--- config.mk ---
export PLATFORM = sky130hd
export DESIGN_NAME = node_liveness_monitor_top
export DESIGN_NICKNAME = d
export VERILOG_FILES = /design/src/sv/nlm_pkg.sv /design/src/sv/nlm_cell.sv /design/src/sv/node_liveness_monitor_top.sv
export SDC_FILE = /design/constraint.sdc
export NUM_CORES = 2
export LEC_CHECK = 0
export BUFFER_PORTS_ARGS = -buffer_cell sky130_fd_sc_hd__buf_4
export CORE_UTILIZATION = 56
export DETAILED_ROUTE_END_ITERATION = 8
export GPL_ROUTABILITY_DRIVEN = 1
export PLACE_DENSITY = 0.77
export SYNTH_ARGS = -nofsm -noshare
export SYNTH_HDL_FRONTEND = slang
export SYNTH_SLANG_ARGS = --single-unit
--- constraint.sdc ---
create_clock -name clk -period 14.33 [get_ports clk]
set_input_delay 2.866 -clock clk [delete_from_list [all_inputs] [get_ports clk]]
set_output_delay 2.866 -clock clk [all_outputs]
set_load 0.005 [all_outputs]
--- src/sv/nlm_pkg.sv ---
// Shared types and constants of the node liveness monitor.
// Used by nlm_cell and node_liveness_monitor_top; depends on nothing else.
package nlm_pkg;

    localparam int MAX_NODES   = 32;
    localparam int TABLE_DEPTH = 32;
    localparam int EPOCH_W     = 31;
    localparam int RANK_W      = 5;
    localparam int COUNT_W     = 6;
    localparam int MASK_W      = 32;
    localparam int AGE_LIMIT   = 2;
    localparam int CFG_INDEX_W = 3;
    localparam int CFG_DATA_W  = 32;

    // Input actions.
    localparam logic [2:0] ACT_RESTART = 3'd0;
    localparam logic [2:0] ACT_TICK    = 3'd1;
    localparam logic [2:0] ACT_HELLO   = 3'd2;
    localparam logic [2:0] ACT_UP      = 3'd3;
    localparam logic [2:0] ACT_DOWN    = 3'd4;
    localparam logic [2:0] ACT_QUERY   = 3'd5;

    // Result kinds.
    localparam logic [1:0] KIND_HELLO = 2'd0;
    localparam logic [1:0] KIND_UP    = 2'd1;
    localparam logic [1:0] KIND_DOWN  = 2'd2;
    localparam logic [1:0] KIND_QUERY = 2'd3;

    // Configuration register indexes.
    localparam logic [CFG_INDEX_W-1:0] REG_NODE_COUNT     = 3'd0;
    localparam logic [CFG_INDEX_W-1:0] REG_OWN_RANK       = 3'd1;
    localparam logic [CFG_INDEX_W-1:0] REG_PRIMARY_PARENT = 3'd2;
    localparam logic [CFG_INDEX_W-1:0] REG_CURRENT_PARENT = 3'd3;
    localparam logic [CFG_INDEX_W-1:0] REG_HAS_PARENT     = 3'd4;
    localparam logic [CFG_INDEX_W-1:0] REG_INIT_CHILDREN  = 3'd5;

    // Operation broadcast to every cell of the chain at once.
    typedef enum logic [2:0] {
        CELL_NOP,
        CELL_RESTART,
        CELL_MARK,
        CELL_HELLO,
        CELL_UP,
        CELL_DOWN,
        CELL_SHIFT
    } cell_op_t;

    typedef struct packed {
        cell_op_t            op;
        logic [RANK_W-1:0]   rank;
        logic [EPOCH_W-1:0]  epoch;
        logic [RANK_W-1:0]   sparent;
        logic [RANK_W-1:0]   own_rank;
        logic [COUNT_W-1:0]  size;
    } cell_cmd_t;

endpackage

--- src/sv/nlm_cell.sv ---
// One cell of the liveness chain: the table entry and up bit of one rank.
// Depends on nlm_pkg for the command struct and field widths.
module nlm_cell
    import nlm_pkg::*;
#(
    parameter int CELL_INDEX = 0
)
(
    input  logic      clk,
    input  logic      rst_n,
    input  cell_cmd_t cmd,
    input  logic      init_bit,
    input  logic      pend_in,
    output logic      up,
    output logic      pend
);

    localparam logic [RANK_W-1:0] MY_RANK = RANK_W'(CELL_INDEX);

    logic                valid_reg, valid_next;
    logic                up_reg, up_next;
    logic                pend_reg, pend_next;
    logic [EPOCH_W-1:0]  epoch_reg, epoch_next;
    logic [RANK_W-1:0]   parent_reg, parent_next;
    logic                sel;
    logic                in_range;
    logic                expire;

    assign sel      = (cmd.rank == MY_RANK);
    assign in_range = ({1'b0, MY_RANK} < cmd.size);
    // The lag test is done one bit wider so that epoch + 2 cannot wrap.
    assign expire   = valid_reg &&
                      ({1'b0, cmd.epoch} > ({1'b0, epoch_reg} + (EPOCH_W+1)'(AGE_LIMIT)));

    always_comb
    begin
        valid_next  = valid_reg;
        up_next     = up_reg;
        pend_next   = pend_reg;
        epoch_next  = epoch_reg;
        parent_next = parent_reg;
        unique case (cmd.op)
            CELL_RESTART:
            begin
                valid_next  = init_bit;
                up_next     = 1'b1;
                pend_next   = 1'b0;
                epoch_next  = '0;
                parent_next = init_bit ? cmd.own_rank : '0;
            end
            CELL_MARK:
            begin
                pend_next = expire && in_range;
                if (expire)
                begin
                    valid_next  = 1'b0;
                    epoch_next  = '0;
                    parent_next = '0;
                    if (in_range)
                    begin
                        up_next = 1'b0;
                    end
                end
            end
            CELL_HELLO:
            begin
                if (sel)
                begin
                    valid_next = 1'b1;
                    epoch_next = cmd.epoch;
                    up_next    = 1'b1;
                    if (!valid_reg)
                    begin
                        parent_next = cmd.sparent;
                    end
                end
            end
            CELL_UP:
            begin
                if (sel)
                begin
                    up_next = 1'b1;
                end
                if (valid_reg && parent_reg == cmd.rank)
                begin
                    valid_next  = 1'b0;
                    epoch_next  = '0;
                    parent_next = '0;
                end
            end
            CELL_DOWN:
            begin
                if (sel)
                begin
                    up_next = 1'b0;
                end
            end
            CELL_SHIFT:
            begin
                pend_next = pend_in;
            end
            default:
            begin
            end
        endcase
    end

    always_ff @(posedge clk or negedge rst_n)
    begin
        if (!rst_n)
        begin
            valid_reg <= 1'b0;
            up_reg    <= 1'b1;
            pend_reg  <= 1'b0;
        end
        else
        begin
            valid_reg <= valid_next;
            up_reg    <= up_next;
            pend_reg  <= pend_next;
        end
    end

    // Entry payload is only looked at while the valid bit is set.
    always_ff @(posedge clk)
    begin
        epoch_reg  <= epoch_next;
        parent_reg <= parent_next;
    end

    assign up   = up_reg;
    assign pend = pend_reg;

endmodule

--- src/sv/node_liveness_monitor_top.sv ---
// Top level of the node liveness monitor: configuration registers, control
// sequencer, output register and the chain of nlm_cell entries. Uses nlm_pkg.
//
// Usage. Input items (action, node_rank, epoch_value, sender_parent) enter on
// in_valid when in_stall is low; result items leave on out_valid and are taken
// when out_stall is low, with last set on the final result of an input item.
// Config is written on cfg_valid/cfg_ready (ready always high), cfg_index picks
// the register; the user must write only while the block is idle, unenforced.
//
// Timing. The block works on one item at a time. An item is taken while idle
// and executed in the execute state, which holds while its result cannot enter
// the output register. Restart, up and down give no result; a hello for a
// down rank gives an up notice and a query the up mask. A tick goes on through
// the hello state and one scan step for every rank up to the highest child that
// timed out. The scan shifts the pending-down flag one cell per cycle toward
// cell zero unless a down notice is stalled, so notices leave in ascending rank.
//
// Reset sets every node up, empties the child table, clears the tick age and
// loads the register reset values. When the receiver stalls, the output
// register holds its item and the sequencer waits before the next result; a
// new input item is still taken once the sequencer has finished the last one.
module node_liveness_monitor_top
    import nlm_pkg::*;
(
    input  logic                   clk,
    input  logic                   rst_n,

    input  logic                   in_valid,
    output logic                   in_stall,
    input  logic [2:0]             action,
    input  logic [RANK_W-1:0]      node_rank,
    input  logic [EPOCH_W-1:0]     epoch_value,
    input  logic [RANK_W-1:0]      sender_parent,

    output logic                   out_valid,
    input  logic                   out_stall,
    output logic [1:0]             kind,
    output logic [RANK_W-1:0]      about_rank,
    output logic [EPOCH_W-1:0]     epoch_out,
    output logic [MASK_W-1:0]      up_mask,
    output logic [COUNT_W-1:0]     node_total,
    output logic                   last,

    input  logic                   cfg_valid,
    output logic                   cfg_ready,
    input  logic [CFG_INDEX_W-1:0] cfg_index,
    input  logic [CFG_DATA_W-1:0]  cfg_data
);

    typedef enum logic [1:0] {
        ST_IDLE,
        ST_EXEC,
        ST_HELLO,
        ST_SCAN
    } state_t;

    state_t state_reg, state_next;

    // Configuration registers.
    logic [COUNT_W-1:0]     node_count_reg;
    logic [RANK_W-1:0]      own_rank_reg;
    logic [RANK_W-1:0]      primary_parent_reg;
    logic [RANK_W-1:0]      current_parent_reg;
    logic                   has_parent_reg;
    logic [TABLE_DEPTH-1:0] init_children_reg;

    // The item being worked on.
    logic [2:0]             act_reg;
    logic [RANK_W-1:0]      rank_reg;
    logic [EPOCH_W-1:0]     epoch_reg;
    logic [RANK_W-1:0]      sparent_reg;

    logic [1:0]             tick_age_reg, tick_age_next;
    logic                   hello_pend_reg, hello_pend_next;
    logic [RANK_W-1:0]      scan_idx_reg, scan_idx_next;

    // Output register.
    logic                   out_valid_reg;
    logic [1:0]             kind_reg;
    logic [RANK_W-1:0]      about_reg;
    logic [EPOCH_W-1:0]     epoch_out_reg;
    logic [MASK_W-1:0]      mask_reg;
    logic [COUNT_W-1:0]     total_reg;
    logic                   last_reg;

    // Result the sequencer wants to load this cycle.
    logic                   emit;
    logic                   load;
    logic [1:0]             emit_kind;
    logic [RANK_W-1:0]      emit_about;
    logic [EPOCH_W-1:0]     emit_epoch;
    logic [MASK_W-1:0]      emit_mask;
    logic [COUNT_W-1:0]     emit_total;
    logic                   emit_last;

    logic                   slot_free;
    logic                   accept;
    logic [COUNT_W-1:0]     size;
    logic                   rank_ok;
    logic                   hello_cond;
    logic [TABLE_DEPTH-1:0] up_vec;
    logic [TABLE_DEPTH-1:0] pend_vec;
    logic [TABLE_DEPTH-1:0] pend_shift;
    logic [TABLE_DEPTH-1:0] init_mask;
    logic [TABLE_DEPTH-1:0] range_mask;
    cell_op_t               op_want;
    cell_cmd_t              cmd;

    assign in_stall  = (state_reg != ST_IDLE);
    assign accept    = in_valid && !in_stall;
    assign cfg_ready = 1'b1;
    assign slot_free = !out_valid_reg || !out_stall;

    // Node count in use, limited to what the table can hold.
    assign size = (node_count_reg > COUNT_W'(MAX_NODES)) ? COUNT_W'(MAX_NODES)
                                                         : node_count_reg;
    assign rank_ok    = ({1'b0, rank_reg} < size);
    assign hello_cond = has_parent_reg && ({1'b0, current_parent_reg} < size) &&
                        up_vec[current_parent_reg];

    always_comb
    begin
        for (int i = 0; i < TABLE_DEPTH; i++)
        begin
            init_mask[i]  = init_children_reg[i] && (i < MAX_NODES);
            range_mask[i] = (COUNT_W'(i) < size);
        end
    end

    // The topmost cell shifts in an empty flag.
    assign pend_shift = {1'b0, pend_vec[TABLE_DEPTH-1:1]};

    always_comb
    begin
        state_next      = state_reg;
        tick_age_next   = tick_age_reg;
        hello_pend_next = hello_pend_reg;
        scan_idx_next   = scan_idx_reg;
        op_want         = CELL_NOP;
        emit            = 1'b0;
        emit_kind       = KIND_HELLO;
        emit_about      = '0;
        emit_epoch      = '0;
        emit_mask       = '0;
        emit_total      = '0;
        emit_last       = 1'b1;
        unique case (state_reg)
            ST_IDLE:
            begin
                if (accept)
                begin
                    state_next = ST_EXEC;
                end
            end
            ST_EXEC:
            begin
                state_next = ST_IDLE;
                unique case (act_reg)
                    ACT_RESTART:
                    begin
                        op_want       = CELL_RESTART;
                        tick_age_next = '0;
                    end
                    ACT_TICK:
                    begin
                        // The hello test sees the up bits before aging.
                        hello_pend_next = hello_cond;
                        if (tick_age_reg >= 2'(AGE_LIMIT))
                        begin
                            op_want = CELL_MARK;
                        end
                        else
                        begin
                            tick_age_next = tick_age_reg + 2'd1;
                        end
                        state_next = ST_HELLO;
                    end
                    ACT_HELLO:
                    begin
                        if (rank_ok)
                        begin
                            op_want = CELL_HELLO;
                            if (!up_vec[rank_reg])
                            begin
                                emit       = 1'b1;
                                emit_kind  = KIND_UP;
                                emit_about = rank_reg;
                            end
                        end
                    end
                    ACT_UP:
                    begin
                        if (rank_ok)
                        begin
                            op_want = CELL_UP;
                        end
                    end
                    ACT_DOWN:
                    begin
                        if (rank_ok)
                        begin
                            op_want = CELL_DOWN;
                        end
                    end
                    ACT_QUERY:
                    begin
                        emit       = 1'b1;
                        emit_kind  = KIND_QUERY;
                        emit_mask  = MASK_W'(up_vec & range_mask);
                        emit_total = node_count_reg;
                    end
                    default:
                    begin
                    end
                endcase
                // Hold the whole step until the output register can take it.
                if (emit && !slot_free)
                begin
                    state_next      = ST_EXEC;
                    op_want         = CELL_NOP;
                    tick_age_next   = tick_age_reg;
                    hello_pend_next = hello_pend_reg;
                end
            end
            ST_HELLO:
            begin
                scan_idx_next = '0;
                state_next    = ST_SCAN;
                if (hello_pend_reg)
                begin
                    emit       = 1'b1;
                    emit_kind  = KIND_HELLO;
                    emit_about = primary_parent_reg;
                    emit_epoch = epoch_reg;
                    emit_last  = (pend_vec == '0);
                    if (!slot_free)
                    begin
                        state_next = ST_HELLO;
                    end
                end
            end
            ST_SCAN:
            begin
                if (pend_vec == '0)
                begin
                    state_next = ST_IDLE;
                end
                else
                begin
                    emit       = pend_vec[0];
                    emit_kind  = KIND_DOWN;
                    emit_about = scan_idx_reg;
                    emit_last  = (pend_vec[TABLE_DEPTH-1:1] == '0);
                    if (!emit || slot_free)
                    begin
                        op_want       = CELL_SHIFT;
                        scan_idx_next = scan_idx_reg + RANK_W'(1);
                    end
                end
            end
            default:
            begin
                state_next = ST_IDLE;
            end
        endcase
    end

    assign load = emit && slot_free;

    always_comb
    begin
        cmd.op       = op_want;
        cmd.rank     = rank_reg;
        cmd.epoch    = epoch_reg;
        cmd.sparent  = sparent_reg;
        cmd.own_rank = own_rank_reg;
        cmd.size     = size;
    end

    // The chain: cell i keeps the entry and up bit of rank i.
    for (genvar i = 0; i < TABLE_DEPTH; i++)
    begin : g_cell
        nlm_cell #(
            .CELL_INDEX (i)
        ) u_cell (
            .clk      (clk),
            .rst_n    (rst_n),
            .cmd      (cmd),
            .init_bit (init_mask[i]),
            .pend_in  (pend_shift[i]),
            .up       (up_vec[i]),
            .pend     (pend_vec[i])
        );
    end

    always_ff @(posedge clk or negedge rst_n)
    begin
        if (!rst_n)
        begin
            state_reg          <= ST_IDLE;
            node_count_reg     <= COUNT_W'(32);
            own_rank_reg       <= '0;
            primary_parent_reg <= '0;
            current_parent_reg <= '0;
            has_parent_reg     <= 1'b0;
            init_children_reg  <= '0;
            act_reg            <= '0;
            rank_reg           <= '0;
            epoch_reg          <= '0;
            sparent_reg        <= '0;
            tick_age_reg       <= '0;
            hello_pend_reg     <= 1'b0;
            scan_idx_reg       <= '0;
            out_valid_reg      <= 1'b0;
            kind_reg           <= '0;
            about_reg          <= '0;
            epoch_out_reg      <= '0;
            mask_reg           <= '0;
            total_reg          <= '0;
            last_reg           <= 1'b0;
        end
        else
        begin
            state_reg      <= state_next;
            tick_age_reg   <= tick_age_next;
            hello_pend_reg <= hello_pend_next;
            scan_idx_reg   <= scan_idx_next;

            if (cfg_valid && cfg_ready)
            begin
                unique case (cfg_index)
                    REG_NODE_COUNT:     node_count_reg     <= cfg_data[COUNT_W-1:0];
                    REG_OWN_RANK:       own_rank_reg       <= cfg_data[RANK_W-1:0];
                    REG_PRIMARY_PARENT: primary_parent_reg <= cfg_data[RANK_W-1:0];
                    REG_CURRENT_PARENT: current_parent_reg <= cfg_data[RANK_W-1:0];
                    REG_HAS_PARENT:     has_parent_reg     <= cfg_data[0];
                    REG_INIT_CHILDREN:  init_children_reg  <= cfg_data[TABLE_DEPTH-1:0];
                    default:
                    begin
                    end
                endcase
            end

            if (accept)
            begin
                act_reg     <= action;
                rank_reg    <= node_rank;
                epoch_reg   <= epoch_value;
                sparent_reg <= sender_parent;
            end

            if (load)
            begin
                out_valid_reg <= 1'b1;
                kind_reg      <= emit_kind;
                about_reg     <= emit_about;
                epoch_out_reg <= emit_epoch;
                mask_reg      <= emit_mask;
                total_reg     <= emit_total;
                last_reg      <= emit_last;
            end
            else if (!out_stall)
            begin
                out_valid_reg <= 1'b0;
            end
        end
    end

    assign out_valid  = out_valid_reg;
    assign kind       = kind_reg;
    assign about_rank = about_reg;
    assign epoch_out  = epoch_out_reg;
    assign up_mask    = mask_reg;
    assign node_total = total_reg;
    assign last       = last_reg;

endmodule
==> run metrics <==
RSZ-0062 raised after global routing no; placed insts 10500; root buffer cell clkbuf_16; Slew Viols, Final 0; Final Wtd Congestion 1.05; Die Footprint 0.164 mm²; Yosys warning count 0; Crit Path Max Fanout 35; initial antenna violation count 41; FF+latch count, synth 1434; CTS tree yes; share of cells above drive strength 1 9.85%; Critical Path Start Type input pin; cell count after synthesis 8204; CP required 14760 ps; hpwl dp 204 mm; largest family of logic cells by synthesized area simple AND/OR/NAND/NOR gates; Post-CTS Setup Repair Bufs 0; core area 0.161 mm²; mux cell area share after synthesis 2.50%; H-tree depth 4; syn nets 9322; CP max stage delay 970 ps; Crit path arrival time 6830 ps; VDD IR-drop max 0.358 mV; R2R Setup Slk 7980 ps; simple-gate share of the synthesized area 15.1%; Max Cap Viol 0; fillers 12200; Iter 0 DRT Violations 10800; final worst slack 7930 ps; Peak Freq 156 MHz; TritonCTS Buffers 154; Pwr Total 19.0 mW; post-CTS sizing 0; row cnt 147; Initial Utilization 56.6%; final-stage net count 9591; final core utilization 62.5%; clk slew on worst S/H paths 60 ps; CP endpoint kind flop; Pwr Density 189 mW/mm²; Final period util 44.6%; max reg flops 992; crit path max-delay cell type inv_1; TNS Setup 0 ps; # IOs 164; Final Hold Fails 0; worst skew pair latency 830 ps; post-layout min period 6400 ps; routed len/inst 29.2 µm; non-filler cells, final 10800; clk buf depth 3; outcome completed; ys async rst share 19.7%; Compound-Gate Fraction of Synth Area 10.3%; Pleak 39.9 nW; Worst Hold Class flop to flop; largest net degree at the start of global routing 152; Die Wd 405 µm; synthesized area 0.0910 mm²; synthesized area per cell 11.1 µm²; grt total ovfl 0; wirelength, routed 315 mm; main flop type after synthesis edfxtp_1; area grow syn2layout 10.6%; CTS Hold Bufs 0; Post-synth EDFFs 1152; Crit Path Class input pin to flop; Post-Synth XOR/XNOR Area 10.2%; first-pass GRT wire length 452 mm; Detail Route Antenna Nets 0; Slew headroom 2.87%; drc violations 0; PortBufs 162; vias per std cell 6.76; synth unique cells 94; worst slack, placed 7340 ps; clock tree sinks 1434; routed via count 72900; drt pass-1 iters 7; Post-Synth Adder-Cell Area 14.2%; Seq/Total Area, Yosys 45.8%; GRT Overall Usage 37.9%; CP Cell Sequence buf_4, nand2_1, buf_4, or2_0, or2_4, nand2b_1, or4_1, inv_1; critical path's most frequent cell buf_4; Final setup viols 0; final setup skew 45.1 ps; Worst-Margin Slew 1440 ps; chip height 405 µm; vias in the first global route 70200
## routing by layer
metal / part of all wire [%] / GRT usage [%] / wire length, µm
met1: 35 / 48.0 / 112000
met2: 42 / 55.4 / 133000
met4: 8.1 / 26.5 / 25400
met3: 14 / 11.3 / 45200
met5: 0.042 / 0 / 132
## final timing paths
| path | from | to | cells past startpoint |
|---|---|---|---|
| max | out_stall | g_cell[9].u_cell.epoch_reg[10] | 8 |
| min | own_rank_reg[4] | own_rank_reg[4] | 1 |
| min in group asynchronous | rst_n | epoch_reg[26] | 1 |
| min reg2reg | own_rank_reg[4] | own_rank_reg[4] | 1 |
| max in group asynchronous | rst_n | g_cell[30].u_cell.valid_reg | 3 |
| max reg2reg | g_cell[28].u_cell.epoch_reg[3] | g_cell[28].u_cell.epoch_reg[8] | 16 |
## per-stage QoR
stage / hold slack [ps] / cell area [µm²]
global placement: 482 / 95400
finish: 508 / 101000
detailed placement: 494 / 95400
floorplan: 455 / 91000
CTS: 504 / 101000
global route: 517 / 101000
## synth_stat cells, types with 20 or more instances
library cell	instances	area, µm²
a211oi_1	55	413
a21o_1	317	2380
a21oi_1	358	1790
a221o_1	22	220
a31oi_1	60	375
and2_1	69	432
and3_1	284	1780
and4_1	95	832
buf_1	20	75.1
buf_2	25	125
buf_4	20	150
clkbuf_1	115	432
dfrtp_1	249	6230
dfstp_2	33	867
edfxtp_1	1152	34600
ha_1	1034	12900
inv_1	228	856
mux2_2	129	1450
mux2i_1	60	601
nand2_1	574	2150
nand2b_1	33	206
nand3_1	528	2640
nand4_1	307	1920
nor2_1	374	1400
nor2b_1	74	463
nor3_1	145	726
nor4_1	82	513
o211ai_1	58	435
o21a_1	44	330
o21ai_0	226	1130
o31ai_1	26	195
or2_2	23	144
or3_1	31	194
xnor2_1	357	3130
xor2_1	702	6150
## power breakdown
part / leakage, nW / total [mW] / internal (mW) / switching [mW]
Sequential: 14.2 / 6.85 / 5.53 / 1.32
Clock: 2.44 / 4.04 / 2.29 / 1.75
Combinational: 23.3 / 8.16 / 2.98 / 5.18
## layout make-up
type | count | area (µm²) | area share, %
multi-input cells | 6362 | 47900 | 47.6
flip-flops and latches | 1434 | 41800 | 41.5
clock buffers | 196 | 4190 | 4.16
well taps | 2160 | 2700 | 2.69
repair buffers | 293 | 2240 | 2.23
clock inverters | 90 | 883 | 0.878
inverters | 228 | 856 | 0.851
diodes | 33 | 82.6 | 0.0821
## logic make-up (layout without fill, tap and decap cells)
| group | after synthesis | after routing |
|---|---|---|
| and+or+nand+nor | 2664 | 2664 |
| DFF | 1434 | 1434 |
| AOI/OAI and AO/OA | 1405 | 1405 |
| xor gates and xnor gates | 1059 | 1059 |
| adders and majority gates | 1034 | 1034 |
| buffers and inverters | 408 | 807 |
| muxes | 199 | 199 |
| other | 1 | 34 |
## critical path: cells and delay by family
kind | cells | cell delay [ps]
buffers and inverters | 3 | 1460
and+or+nand+nor | 5 | 2470
## layout by cell type (no fill, tap or decap), types with 254 or more instances in the layout
cell	Yosys	routed
xnor2_1	357	357
nand2_1	574	574
nand4_1	307	307
edfxtp_1	1152	1152
a21oi_1	358	358
ha_1	1034	1034
and3_1	284	254
buf_4	20	290
nor2_1	374	371
nand3_1	528	527
a21o_1	317	317
xor2_1	702	702
Power figures use the tool's default switching activity.
